File: src/design/sdpa_pkg.sv
// Shared constants and types for the degree-angle sine approximation pipeline.
`timescale 1ns / 1ps

package sdpa_pkg;

  localparam int NUM_STAGES = 8;

  localparam int CHUNK_BITS = 12;
  localparam int SUM_BITS   = 14;

  localparam logic [5:0]  MOD45       = 6'd45;
  localparam logic [12:0] MOD45_RECIP = 13'd5826;

  localparam logic [16:0] HALF_TURN   = 17'd46080;
  localparam logic [31:0] POLY_ADD_SC = 32'd1828454400;

  localparam int          DIV_SHIFT_BASE = 39;
  localparam logic [21:0] DIV_ODD        = 22'd2278125;
  localparam logic [31:0] DIV_RECIP      = 32'((64'd1 << 53) / 64'd2278125);

  typedef struct packed {
    logic [NUM_STAGES-1:0] en;
    logic [NUM_STAGES-1:0] vld;
  } pipe_ctrl_t;

endpackage

File: src/design/sdpa_chan_if.sv
// Valid/ready channel interfaces for angle beats in and sine beats out.
`timescale 1ns / 1ps

interface sdpa_in_if #(
  parameter int ANGLE_WIDTH = 32
);
  logic                          valid;
  logic                          ready;
  logic signed [ANGLE_WIDTH-1:0] angle;

  modport source (output valid, output angle, input ready);
  modport sink (input valid, input angle, output ready);
endinterface

interface sdpa_out_if #(
  parameter int SINE_WIDTH = 18
);
  logic                         valid;
  logic                         ready;
  logic signed [SINE_WIDTH-1:0] sine;

  modport source (output valid, output sine, input ready);
  modport sink (input valid, input sine, output ready);
endinterface

File: src/design/sdpa_pipe_ctrl.sv
// Stage valid bits and per-stage load enables with bubble collapse.
`timescale 1ns / 1ps

module sdpa_pipe_ctrl (
  input  logic                clk,
  input  logic                rst_n,
  input  logic                in_valid,
  input  logic                out_ready,
  output sdpa_pkg::pipe_ctrl_t ctrl
);
  import sdpa_pkg::*;

  logic [NUM_STAGES-1:0] vld_r;
  logic [NUM_STAGES-1:0] en;

  // A stage loads when it is empty or the stage after it moves on.
  always_comb begin
    en[NUM_STAGES-1] = !vld_r[NUM_STAGES-1] || out_ready;
    for (int k = NUM_STAGES - 2; k >= 0; k--) begin
      en[k] = !vld_r[k] || en[k+1];
    end
  end

  always_ff @(posedge clk) begin
    if (!rst_n) begin
      vld_r <= '0;
    end else begin
      for (int k = 0; k < NUM_STAGES; k++) begin
        if (en[k]) begin
          vld_r[k] <= (k == 0) ? in_valid : vld_r[(k == 0) ? 0 : k - 1];
        end
      end
    end
  end

  assign ctrl.en  = en;
  assign ctrl.vld = vld_r;

endmodule

File: src/design/sine_degrees_poly_approx.sv
// Top level: pipelined quartic sine approximation of an angle in degrees.
//
//   channel    direction  handshake                    payload
//   in_chan    in         in_chan.valid / .ready       angle, ANGLE_WIDTH bits, 1/256 degree
//   out_chan   out        out_chan.valid / .ready      sine, SINE_FRAC_BITS+2 bits, signed
//
// One beat per cycle in and out while the sink is ready; the path runs through eight register stages.
// Stage 0-2 fold the angle modulo 360 degrees, 3-4 form the polynomial, 5-7 divide
// by the constant through a reciprocal multiply and one correction step; 7 also negates.
// An empty stage loads even while a later one stalls, so bubbles close up.
// Reset (rst_n, synchronous) clears the valid bits only; the data registers are not reset.
`timescale 1ns / 1ps

module sine_degrees_poly_approx #(
  parameter int ANGLE_WIDTH    = 32,
  parameter int SINE_FRAC_BITS = 16
) (
  input  logic      clk,
  input  logic      rst_n,
  sdpa_in_if.sink   in_chan,
  sdpa_out_if.source out_chan
);
  import sdpa_pkg::*;

  localparam int SINE_WIDTH = SINE_FRAC_BITS + 2;
  localparam int QW         = ANGLE_WIDTH - 11;
  localparam int NCH        = (QW + CHUNK_BITS - 1) / CHUNK_BITS;
  localparam int UW         = NCH * CHUNK_BITS;
  localparam logic [5:0] Q_WRAP = 6'((64'd1 << QW) % 64'd45);
  localparam int DSH        = DIV_SHIFT_BASE - SINE_FRAC_BITS;
  localparam int PW         = SINE_FRAC_BITS + 24;
  localparam logic [SINE_WIDTH-1:0] ONE_Q = SINE_WIDTH'(1) << SINE_FRAC_BITS;
  localparam logic [SINE_WIDTH-1:0] NEG_ONE_Q = SINE_WIDTH'(0) - ONE_Q;

  pipe_ctrl_t ctrl;

  sdpa_pipe_ctrl u_ctrl (
    .clk       (clk),
    .rst_n     (rst_n),
    .in_valid  (in_chan.valid),
    .out_ready (out_chan.ready),
    .ctrl      (ctrl)
  );

  assign in_chan.ready  = ctrl.en[0];
  assign out_chan.valid = ctrl.vld[NUM_STAGES-1];

  // Stage 0: sum 12-bit chunks of floor(angle / 2048); 4096 is 1 modulo 45.
  logic [UW-1:0]       upad;
  logic [SUM_BITS-1:0] sum_nxt, sum_r;
  logic [10:0]         low0_r;
  logic                sign0_r;

  assign upad = UW'(in_chan.angle[ANGLE_WIDTH-1:11]);

  always_comb begin
    sum_nxt = '0;
    for (int i = 0; i < NCH; i++) begin
      sum_nxt = sum_nxt + SUM_BITS'(upad[i*CHUNK_BITS +: CHUNK_BITS]);
    end
  end

  always_ff @(posedge clk) begin
    if (ctrl.en[0]) begin
      sum_r   <= sum_nxt;
      low0_r  <= in_chan.angle[10:0];
      sign0_r <= in_chan.angle[ANGLE_WIDTH-1];
    end
  end

  // Stage 1: fold once more, estimate the quotient by 45.
  logic [12:0] x_nxt, x1_r;
  logic [25:0] mod_prod;
  logic [6:0]  q45_r;
  logic [10:0] low1_r;
  logic        sign1_r;

  assign x_nxt    = 13'(sum_r[11:0]) + 13'(sum_r[SUM_BITS-1:12]);
  assign mod_prod = 26'(x_nxt) * 26'(MOD45_RECIP);

  always_ff @(posedge clk) begin
    if (ctrl.en[1]) begin
      x1_r    <= x_nxt;
      q45_r   <= mod_prod[24:18];
      low1_r  <= low0_r;
      sign1_r <= sign0_r;
    end
  end

  // Stage 2: residue, floor correction for negative angles, half split.
  logic [5:0]  rem;
  logic [5:0]  rem_adj;
  logic [16:0] m_nxt;
  logic        odd_nxt;
  logic [15:0] t_nxt, t2_r;
  logic        odd2_r;

  assign rem = 6'(x1_r - 13'(q45_r) * 13'(MOD45));

  always_comb begin
    rem_adj = rem;
    if (sign1_r) begin
      if (rem >= Q_WRAP) begin
        rem_adj = rem - Q_WRAP;
      end else begin
        rem_adj = 6'(7'(rem) + 7'(MOD45) - 7'(Q_WRAP));
      end
    end
  end

  assign m_nxt   = {rem_adj, low1_r};
  assign odd_nxt = m_nxt >= HALF_TURN;
  assign t_nxt   = odd_nxt ? 16'(m_nxt - HALF_TURN) : 16'(m_nxt);

  always_ff @(posedge clk) begin
    if (ctrl.en[2]) begin
      t2_r   <= t_nxt;
      odd2_r <= odd_nxt;
    end
  end

  // Stage 3: r = t * (180 - t).
  logic [15:0] t_comp;
  logic [29:0] r_nxt, r3_r;
  logic        odd3_r;

  assign t_comp = 16'(HALF_TURN - 17'(t2_r));
  assign r_nxt  = 30'(32'(t2_r) * 32'(t_comp));

  always_ff @(posedge clk) begin
    if (ctrl.en[3]) begin
      r3_r   <= r_nxt;
      odd3_r <= odd2_r;
    end
  end

  // Stage 4: n = r * (27900 + r), scaled.
  logic [61:0] n_nxt, n4_r;
  logic        odd4_r;

  assign n_nxt = 62'(64'(r3_r) * 64'(POLY_ADD_SC + 32'(r3_r)));

  always_ff @(posedge clk) begin
    if (ctrl.en[4]) begin
      n4_r   <= n_nxt;
      odd4_r <= odd3_r;
    end
  end

  // Stage 5: quotient estimate, never above the true value, at most one below.
  logic [63:0]           q_prod;
  logic [SINE_WIDTH-1:0] qe5_r;
  logic [61:0]           n5_r;
  logic                  odd5_r;

  assign q_prod = 64'(n4_r[61:30]) * 64'(DIV_RECIP);

  always_ff @(posedge clk) begin
    if (ctrl.en[5]) begin
      qe5_r  <= q_prod[63:62-SINE_FRAC_BITS];
      n5_r   <= n4_r;
      odd5_r <= odd4_r;
    end
  end

  // Stage 6: bound for the next quotient step.
  logic [PW-1:0]         hi_nxt, hi6_r;
  logic [PW-1:0]         nsh6_r;
  logic [SINE_WIDTH-1:0] qe6_r;
  logic                  odd6_r;

  assign hi_nxt = (PW'(qe5_r) + PW'(1)) * PW'(DIV_ODD);

  always_ff @(posedge clk) begin
    if (ctrl.en[6]) begin
      hi6_r  <= hi_nxt;
      nsh6_r <= PW'(n5_r >> DSH);
      qe6_r  <= qe5_r;
      odd6_r <= odd5_r;
    end
  end

  // Stage 7: correct, negate in the odd half, hold for the sink.
  logic [SINE_WIDTH-1:0] q_fin;
  logic [SINE_WIDTH-1:0] sine_nxt, sine_r;

  assign q_fin    = (nsh6_r >= hi6_r) ? qe6_r + SINE_WIDTH'(1) : qe6_r;
  assign sine_nxt = odd6_r ? SINE_WIDTH'(0) - q_fin : q_fin;

  always_ff @(posedge clk) begin
    if (ctrl.en[7]) begin
      sine_r <= sine_nxt;
    end
  end

  assign out_chan.sine = sine_r;

`ifndef ASSERT_OFF
  a_half_range : assert property (@(posedge clk) disable iff (!rst_n)
    ctrl.vld[2] |-> (t2_r < 16'(HALF_TURN)))
    else $error("half-period angle out of range");

  a_est_low : assert property (@(posedge clk) disable iff (!rst_n)
    ctrl.vld[6] |-> (hi6_r - PW'(DIV_ODD) <= nsh6_r))
    else $error("quotient estimate above true quotient");

  a_est_high : assert property (@(posedge clk) disable iff (!rst_n)
    ctrl.vld[6] |-> (nsh6_r < hi6_r + PW'(DIV_ODD)))
    else $error("quotient estimate more than one below");

  a_sine_range : assert property (@(posedge clk) disable iff (!rst_n)
    out_chan.valid |-> ((!sine_r[SINE_WIDTH-1] && sine_r <= ONE_Q) ||
                        (sine_r[SINE_WIDTH-1] && sine_r >= NEG_ONE_Q)))
    else $error("sine beat outside [-1, 1]");
`endif

endmodule

File: src/flat_wrapper.sv
// flat-port wrapper written by rule: the top's interface ports become plain ports
module sine_degrees_poly_approx_flat import sdpa_pkg::*;
#(
  parameter int ANGLE_WIDTH    = 32,
  parameter int SINE_FRAC_BITS = 16
)
  (clk, rst_n, in_chan_valid, in_chan_angle, in_chan_ready, out_chan_valid, out_chan_sine, out_chan_ready);
  sdpa_in_if #(.ANGLE_WIDTH(ANGLE_WIDTH)) in_chan_i ();
  sdpa_out_if #(.SINE_WIDTH((18))) out_chan_i ();
  input  logic clk;
  input  logic rst_n;
  input wire logic [$bits(in_chan_i.valid)-1:0] in_chan_valid;
  input wire logic [$bits(in_chan_i.angle)-1:0] in_chan_angle;
  output wire logic [$bits(in_chan_i.ready)-1:0] in_chan_ready;
  output wire logic [$bits(out_chan_i.valid)-1:0] out_chan_valid;
  output wire logic [$bits(out_chan_i.sine)-1:0] out_chan_sine;
  input wire logic [$bits(out_chan_i.ready)-1:0] out_chan_ready;
  assign in_chan_i.valid = in_chan_valid;
  assign in_chan_i.angle = in_chan_angle;
  assign in_chan_ready = in_chan_i.ready;
  assign out_chan_valid = out_chan_i.valid;
  assign out_chan_sine = out_chan_i.sine;
  assign out_chan_i.ready = out_chan_ready;
  sine_degrees_poly_approx #(.ANGLE_WIDTH(ANGLE_WIDTH), .SINE_FRAC_BITS(SINE_FRAC_BITS)) u_core (.clk(clk), .rst_n(rst_n), .in_chan(in_chan_i), .out_chan(out_chan_i));
endmodule
File: config.mk
export PLATFORM = sky130hd
export DESIGN_NAME = sine_degrees_poly_approx_flat
export DESIGN_NICKNAME = d
export VERILOG_FILES = /design/src/design/sdpa_pkg.sv /design/src/design/sdpa_chan_if.sv /design/src/design/sdpa_pipe_ctrl.sv /design/src/design/sine_degrees_poly_approx.sv /design/src/flat_wrapper.sv
export SDC_FILE = /design/constraint.sdc
export NUM_CORES = 2
export LEC_CHECK = 0
export ABC_AREA = 1
export CAP_MARGIN = 20
export CORE_MARGIN = 3
export CORE_UTILIZATION = 50
export CTS_BUF_LIST = sky130_fd_sc_hd__clkbuf_4 sky130_fd_sc_hd__clkbuf_8 sky130_fd_sc_hd__clkbuf_16
export DETAILED_ROUTE_END_ITERATION = 10
export DONT_BUFFER_PORTS = 1
export PLACE_DENSITY = 0.75
export SKIP_CTS_REPAIR_TIMING = 1
export SLEW_MARGIN = 20
export SYNTH_ARGS = -nofsm -noshare
export SYNTH_HDL_FRONTEND = slang
export SYNTH_SLANG_ARGS = --single-unit
File: constraint.sdc
create_clock -name clk -period 17.8 [get_ports clk]
set_input_delay 1.78 -clock clk [delete_from_list [all_inputs] [get_ports clk]]
set_output_delay 1.78 -clock clk [all_outputs]
set_load 0.05 [all_outputs]
== Word level (Yosys, flattened, before mapping) ==
Index checks and enable logic that the tools add are counted.
Widths: inputs -> output; s select.
Word-level totals
  register bits after elaboration: 367
Cells by class
  multipliers: 6
  reduce and logical (&&, ||, !) cells: 16
  multiplexer cells: 5
  order comparisons: 3
  add/sub/neg operators: 12
Operator list (count)
  $mul 30x64->62: 1
  $mul 32x31->63 const B: 1
  $ge 39x40->1: 1
  $mul 40x22->40 const B: 1
  $mux 18: 2
  $add 31x30->32 const A: 1
  $mul 16x16->30: 1
  $mul 13x12->24 const B: 1
  $add 18x1->19 const B: 1
  $add 18x1->18 const B: 1
  $sub 1x18->18 const A: 1
  $ge 17x16->1 const B: 1
  $mux 16: 1
  $sub 16x16->16 const A: 1
  $sub 16x16->16 const B: 1
  $add 12x2->13: 1
  $add 12x9->13: 1
  $mux 6: 2
  $sub 6x5->6 const B: 2
  $logic_not 1->1: 8
  $logic_or 1x1->1: 8
  $mul 7x6->6 const B: 1
  $add 6x6->6 const B: 1
  $ge 6x5->1 const B: 1
  $sub 6x6->6: 1

== Logic depth before layout (Yosys ltp) ==
  depth after elaboration: 9
  gate-level depth with buffers: 40
  gate-level depth less buffers: 40

== Modules after synthesis ==
From an unflattened synthesis, not the netlist that was laid out.
Second synthesis, totals
  cells, all modules: 8484
  area total of the unflattened synthesis: 77647.0 um^2
Modules (own cells, without submodules)
  sine_degrees_poly_approx: times used 1, cells an instance 8448, area an instance 77322.9 um^2
  sdpa_pipe_ctrl: times used 1, cells an instance 36, area an instance 324.1 um^2

== Worst setup path after synthesis ==
OpenSTA, ideal clock, no wires.
  path kind: input port to output port
  from: input port out_chan_ready
  to: output port in_chan_ready
  stages on the path: 14
  slack: 7222 ps
  buffers on the path: 0
  required time: 16020 ps
  data arrival time: 8798 ps
  cell sequence: nor2_1 -> inv_1 -> nor2_1 -> inv_1 -> nor2_1 -> inv_1 -> nor2_1 -> inv_1 -> nor2_1 -> inv_1 -> nor2_1 -> inv_1 -> nor2_1 -> nand2_1
RTL lines
  start: declaration: RTL line flat_wrapper.sv:17  | input wire logic [$bits(out_chan_i.ready)-1:0] out_chan_ready;
  end: declaration: RTL line flat_wrapper.sv:14  | output wire logic [$bits(in_chan_i.ready)-1:0] in_chan_ready;

== Worst setup path after layout ==
  from: register u_core.r3_r[18]
  to: register u_core.n4_r[50], data pin
On the way
  longest elaborated chain between the ends: 2
Ends and longest elaborated chain
  start: declaration: RTL line sine_degrees_poly_approx.sv:124  | logic [29:0] r_nxt, r3_r;
  start signal: assignment: RTL line sine_degrees_poly_approx.sv:132  | r3_r <= r_nxt;
  $add 31x30->32: RTL line sine_degrees_poly_approx.sv:141  | assign n_nxt = 62'(64'(r3_r) * 64'(POLY_ADD_SC + 32'(r3_r)));
  $mul 30x64->62 *: RTL line sine_degrees_poly_approx.sv:141
  net u_core.n_nxt[50]: RTL line sine_degrees_poly_approx.sv:138  | logic [61:0] n_nxt, n4_r;
  end signal: assignment: RTL line sine_degrees_poly_approx.sv:145  | n4_r <= n_nxt;
  end: declaration: RTL line sine_degrees_poly_approx.sv:138
The timed path passes the listed nets; every way through them passes the cells marked *.
A chain may end at the register's enable or synchronous reset.

==> impl_metrics.yaml <==
status:
  outcome: "complete, no violations"
placement:
  dp_hpwl_um: 175000
  gp_congestion: 0.991
  numPortBuffers: 0
  dpl_cell_area_mm2: 0.0803
detailed_routing:
  wirelength_um: 206000
  firstDrtPassIters: 6
  wire_per_inst_um: 19.4
  ant_nets: 0
  vias: 56000
  drt_iter0_drc: 4068
  drc: 0
  drt-vias-per-instance: 5.29
layout:
  regArea_mm2: 0.00950
  multi_input_area_mm2: 0.0579
  num-fill-cells: 13800
  drive_above_1_share_pct: 2.14
  post-route-cell-area_mm2: 0.0815
  area_growth_pct: 4.57
  final_util_pct: 52.8
  fin_nets: 11200
yosys:
  synth_xor_area_share_pct: 2.39
  yosysUniqueCellTypes: 54
  synth_mux_area_share_pct: 0
  synth_top_cell_area_share_pct: 40.7
  syn_inst: 8593
  synth-edff-count: 311
  synth_compound_area_share_pct: 4.11
  yosys.area.top_type: "fa_1"
  synth_common_cells: "2607 x inv_1, 1586 x fa_1, 1207 x nand2_1, 1019 x ha_1, 629 x nor2_1"
  synth_top_family_by_area: "adder cells"
  async_reset_ff_share_pct: 0
  yosys_warnings: 0
  synth_fa_ha_area_share_pct: 57.1
  syn_avg_cell_area_um2: 9.07
  synth.net_count: 11200
  synth_area_mm2: 0.0779
  synth.most_common_cell: "inv_1"
  ys_seq_elements: 319
  synthTopCellsByArea: "fa_1 41%, ha_1 16%, inv_1 13%"
  ys_seq_area_share_pct: 12.2
  synthFlopType: "edfxtp_1"
  synth_simple_gate_area_share_pct: 10.7
floorplanning:
  die_area_mm2: 0.161
  start_util_pct: 50.5
  rows: 144
  die_x_um: 401
  die_h_um: 401
  coreArea_mm2: 0.154
  io_pins: 56
setup_path:
  r2r.worst_path.cells: 32
  start_kind: "register"
  cp.required_ns: 18.11
  crit_family: "adder cells"
  crit_type: "register to register"
  path_buf_inv: 9
  crit_slowest_cell: "ha_1"
  critPathMaxFanout: 34
  crit_top_cell: "fa_1"
  slowest_delay_ns: 0.97
  critPathCaptureType: "register"
  cp.depth: 32
  arrival_ns: 9.83
min_path:
  min_path_type: "register to register"
  worstHoldPathCells: 0
timing:
  max_freq_mhz: 105
  hold_viol: 0
  period_share_pct: 53.5
  period_needed_ns: 9.52
  rsz0062_at_grt: "no"
  hold_slack_ns: 0.410
  setup_tns_ns: 0
  setup_viol: 0
  relSlewSlack_pct: 27.8
  worst_pin_slew_ns: 1.08
  skew_ns: 0.0252
  slew_violations: 0
clocking:
  cts_tree: "done"
  clockBufferDepth: 3
  cts-root-buf: "clkbuf_16"
  clk_pin_slew_ns: 0.07
  cts_buffers: 37
  cts.sinks: 319
  clock_latency_ns: 0.58
  htree_num_levels: 2
global_route:
  grt.total_usage_pct: 26.2
  grt_pass1_vias: 62000
  grt_pass1_wl_um: 332000
  antenna_found_initial: 3
  grt_max_degree: 89
  grt_overflow_total: 0
flow_run:
  maxCapViolCount: 0
-- final cells by class --
type                    count  area share (%)
repair buffers             65           0.603
inverters                2620            12.1
clock buffers              41            1.19
multi-input cells        5469            71.0
clock inverters            26           0.307
diodes                      2         0.00614
flip-flops and latches    319            11.7
well taps                2044            3.14
-- final timing paths --
path | start | to | slack [ns]
worst min register to register | u_core.low0_r[2]$_DFFE_PP_ | u_core.low1_r[2]$_DFFE_PP_ | 0.41
worst min-delay path | u_core.low0_r[2]$_DFFE_PP_ | u_core.low1_r[2]$_DFFE_PP_ | 0.41
worst max register to register | u_core.r3_r[18]$_DFFE_PP_ | u_core.n4_r[50]$_DFFE_PP_ | 8.28
worst max-delay path | u_core.r3_r[18]$_DFFE_PP_ | u_core.n4_r[50]$_DFFE_PP_ | 8.28
-- layout by cell type, fill, tap and decap left out, types with 9 or more instances in the layout --
cell type and n:
buf_4 64, a31oi_1 34, nor4_1 21, o21a_1 24
edfxtp_1 311, o21ai_0 135, clkinv_1 14, o21ai_1 9
fa_1 1586, clkbuf_16 38, nand2_1 1206, nand4_1 34
ha_1 1019, nor2_1 629, nand3_1 107, inv_1 2605
xnor2_1 77, nor3_1 38, a21o_1 12, o21bai_1 20
nand2_2 12, xor2_1 136, a21oi_1 277
-- layer usage --
layer  wire [µm]  track usage [%]
met1       82400             33.9
met2       99900             45.1
met3       15800             4.32
met4        7700             8.52
met5          37                0
-- cells by family (layout without fill, tap and decap cells) --
family | Yosys count | count (layout)
adders and majority gates | 2605 | 2605
and+or+nand+nor | 2083 | 2083
other | 1 | 3
xor gates and xnor gates | 213 | 213
buffers and inverters | 2805 | 2752
AOI/OAI and AO/OA | 567 | 567
DFF | 319 | 319
-- metrics by stage --
stage | std cells | setup slack (ns)
after floorplan | 8593 | 7.22
after global placement | 10500 | 8.57
after detailed placement | 10500 | 8.36
after CTS | 10600 | 8.37
after global routing | 10600 | 7.82
final | 10600 | 8.28
-- state kept, by name, indices dropped and copies added (netlist names), 8 cells and up --
register              count
u_core.n4_r              39
u_core.qe5_r             18
u_core.r3_r              30
u_core.qe6_r             18
u_core.nsh6_r            39
u_core.n5_r              39
u_core.t2_r              16
u_core.out_chan.sine     18
u_core.hi6_r             40
u_core.low0_r            11
u_core.sum_r             13
u_core.u_ctrl.vld_r       8
u_core.low1_r            11
Power is not shown: default switching activity piles up to over one toggle a cycle in this logic, so the estimate is an artifact.
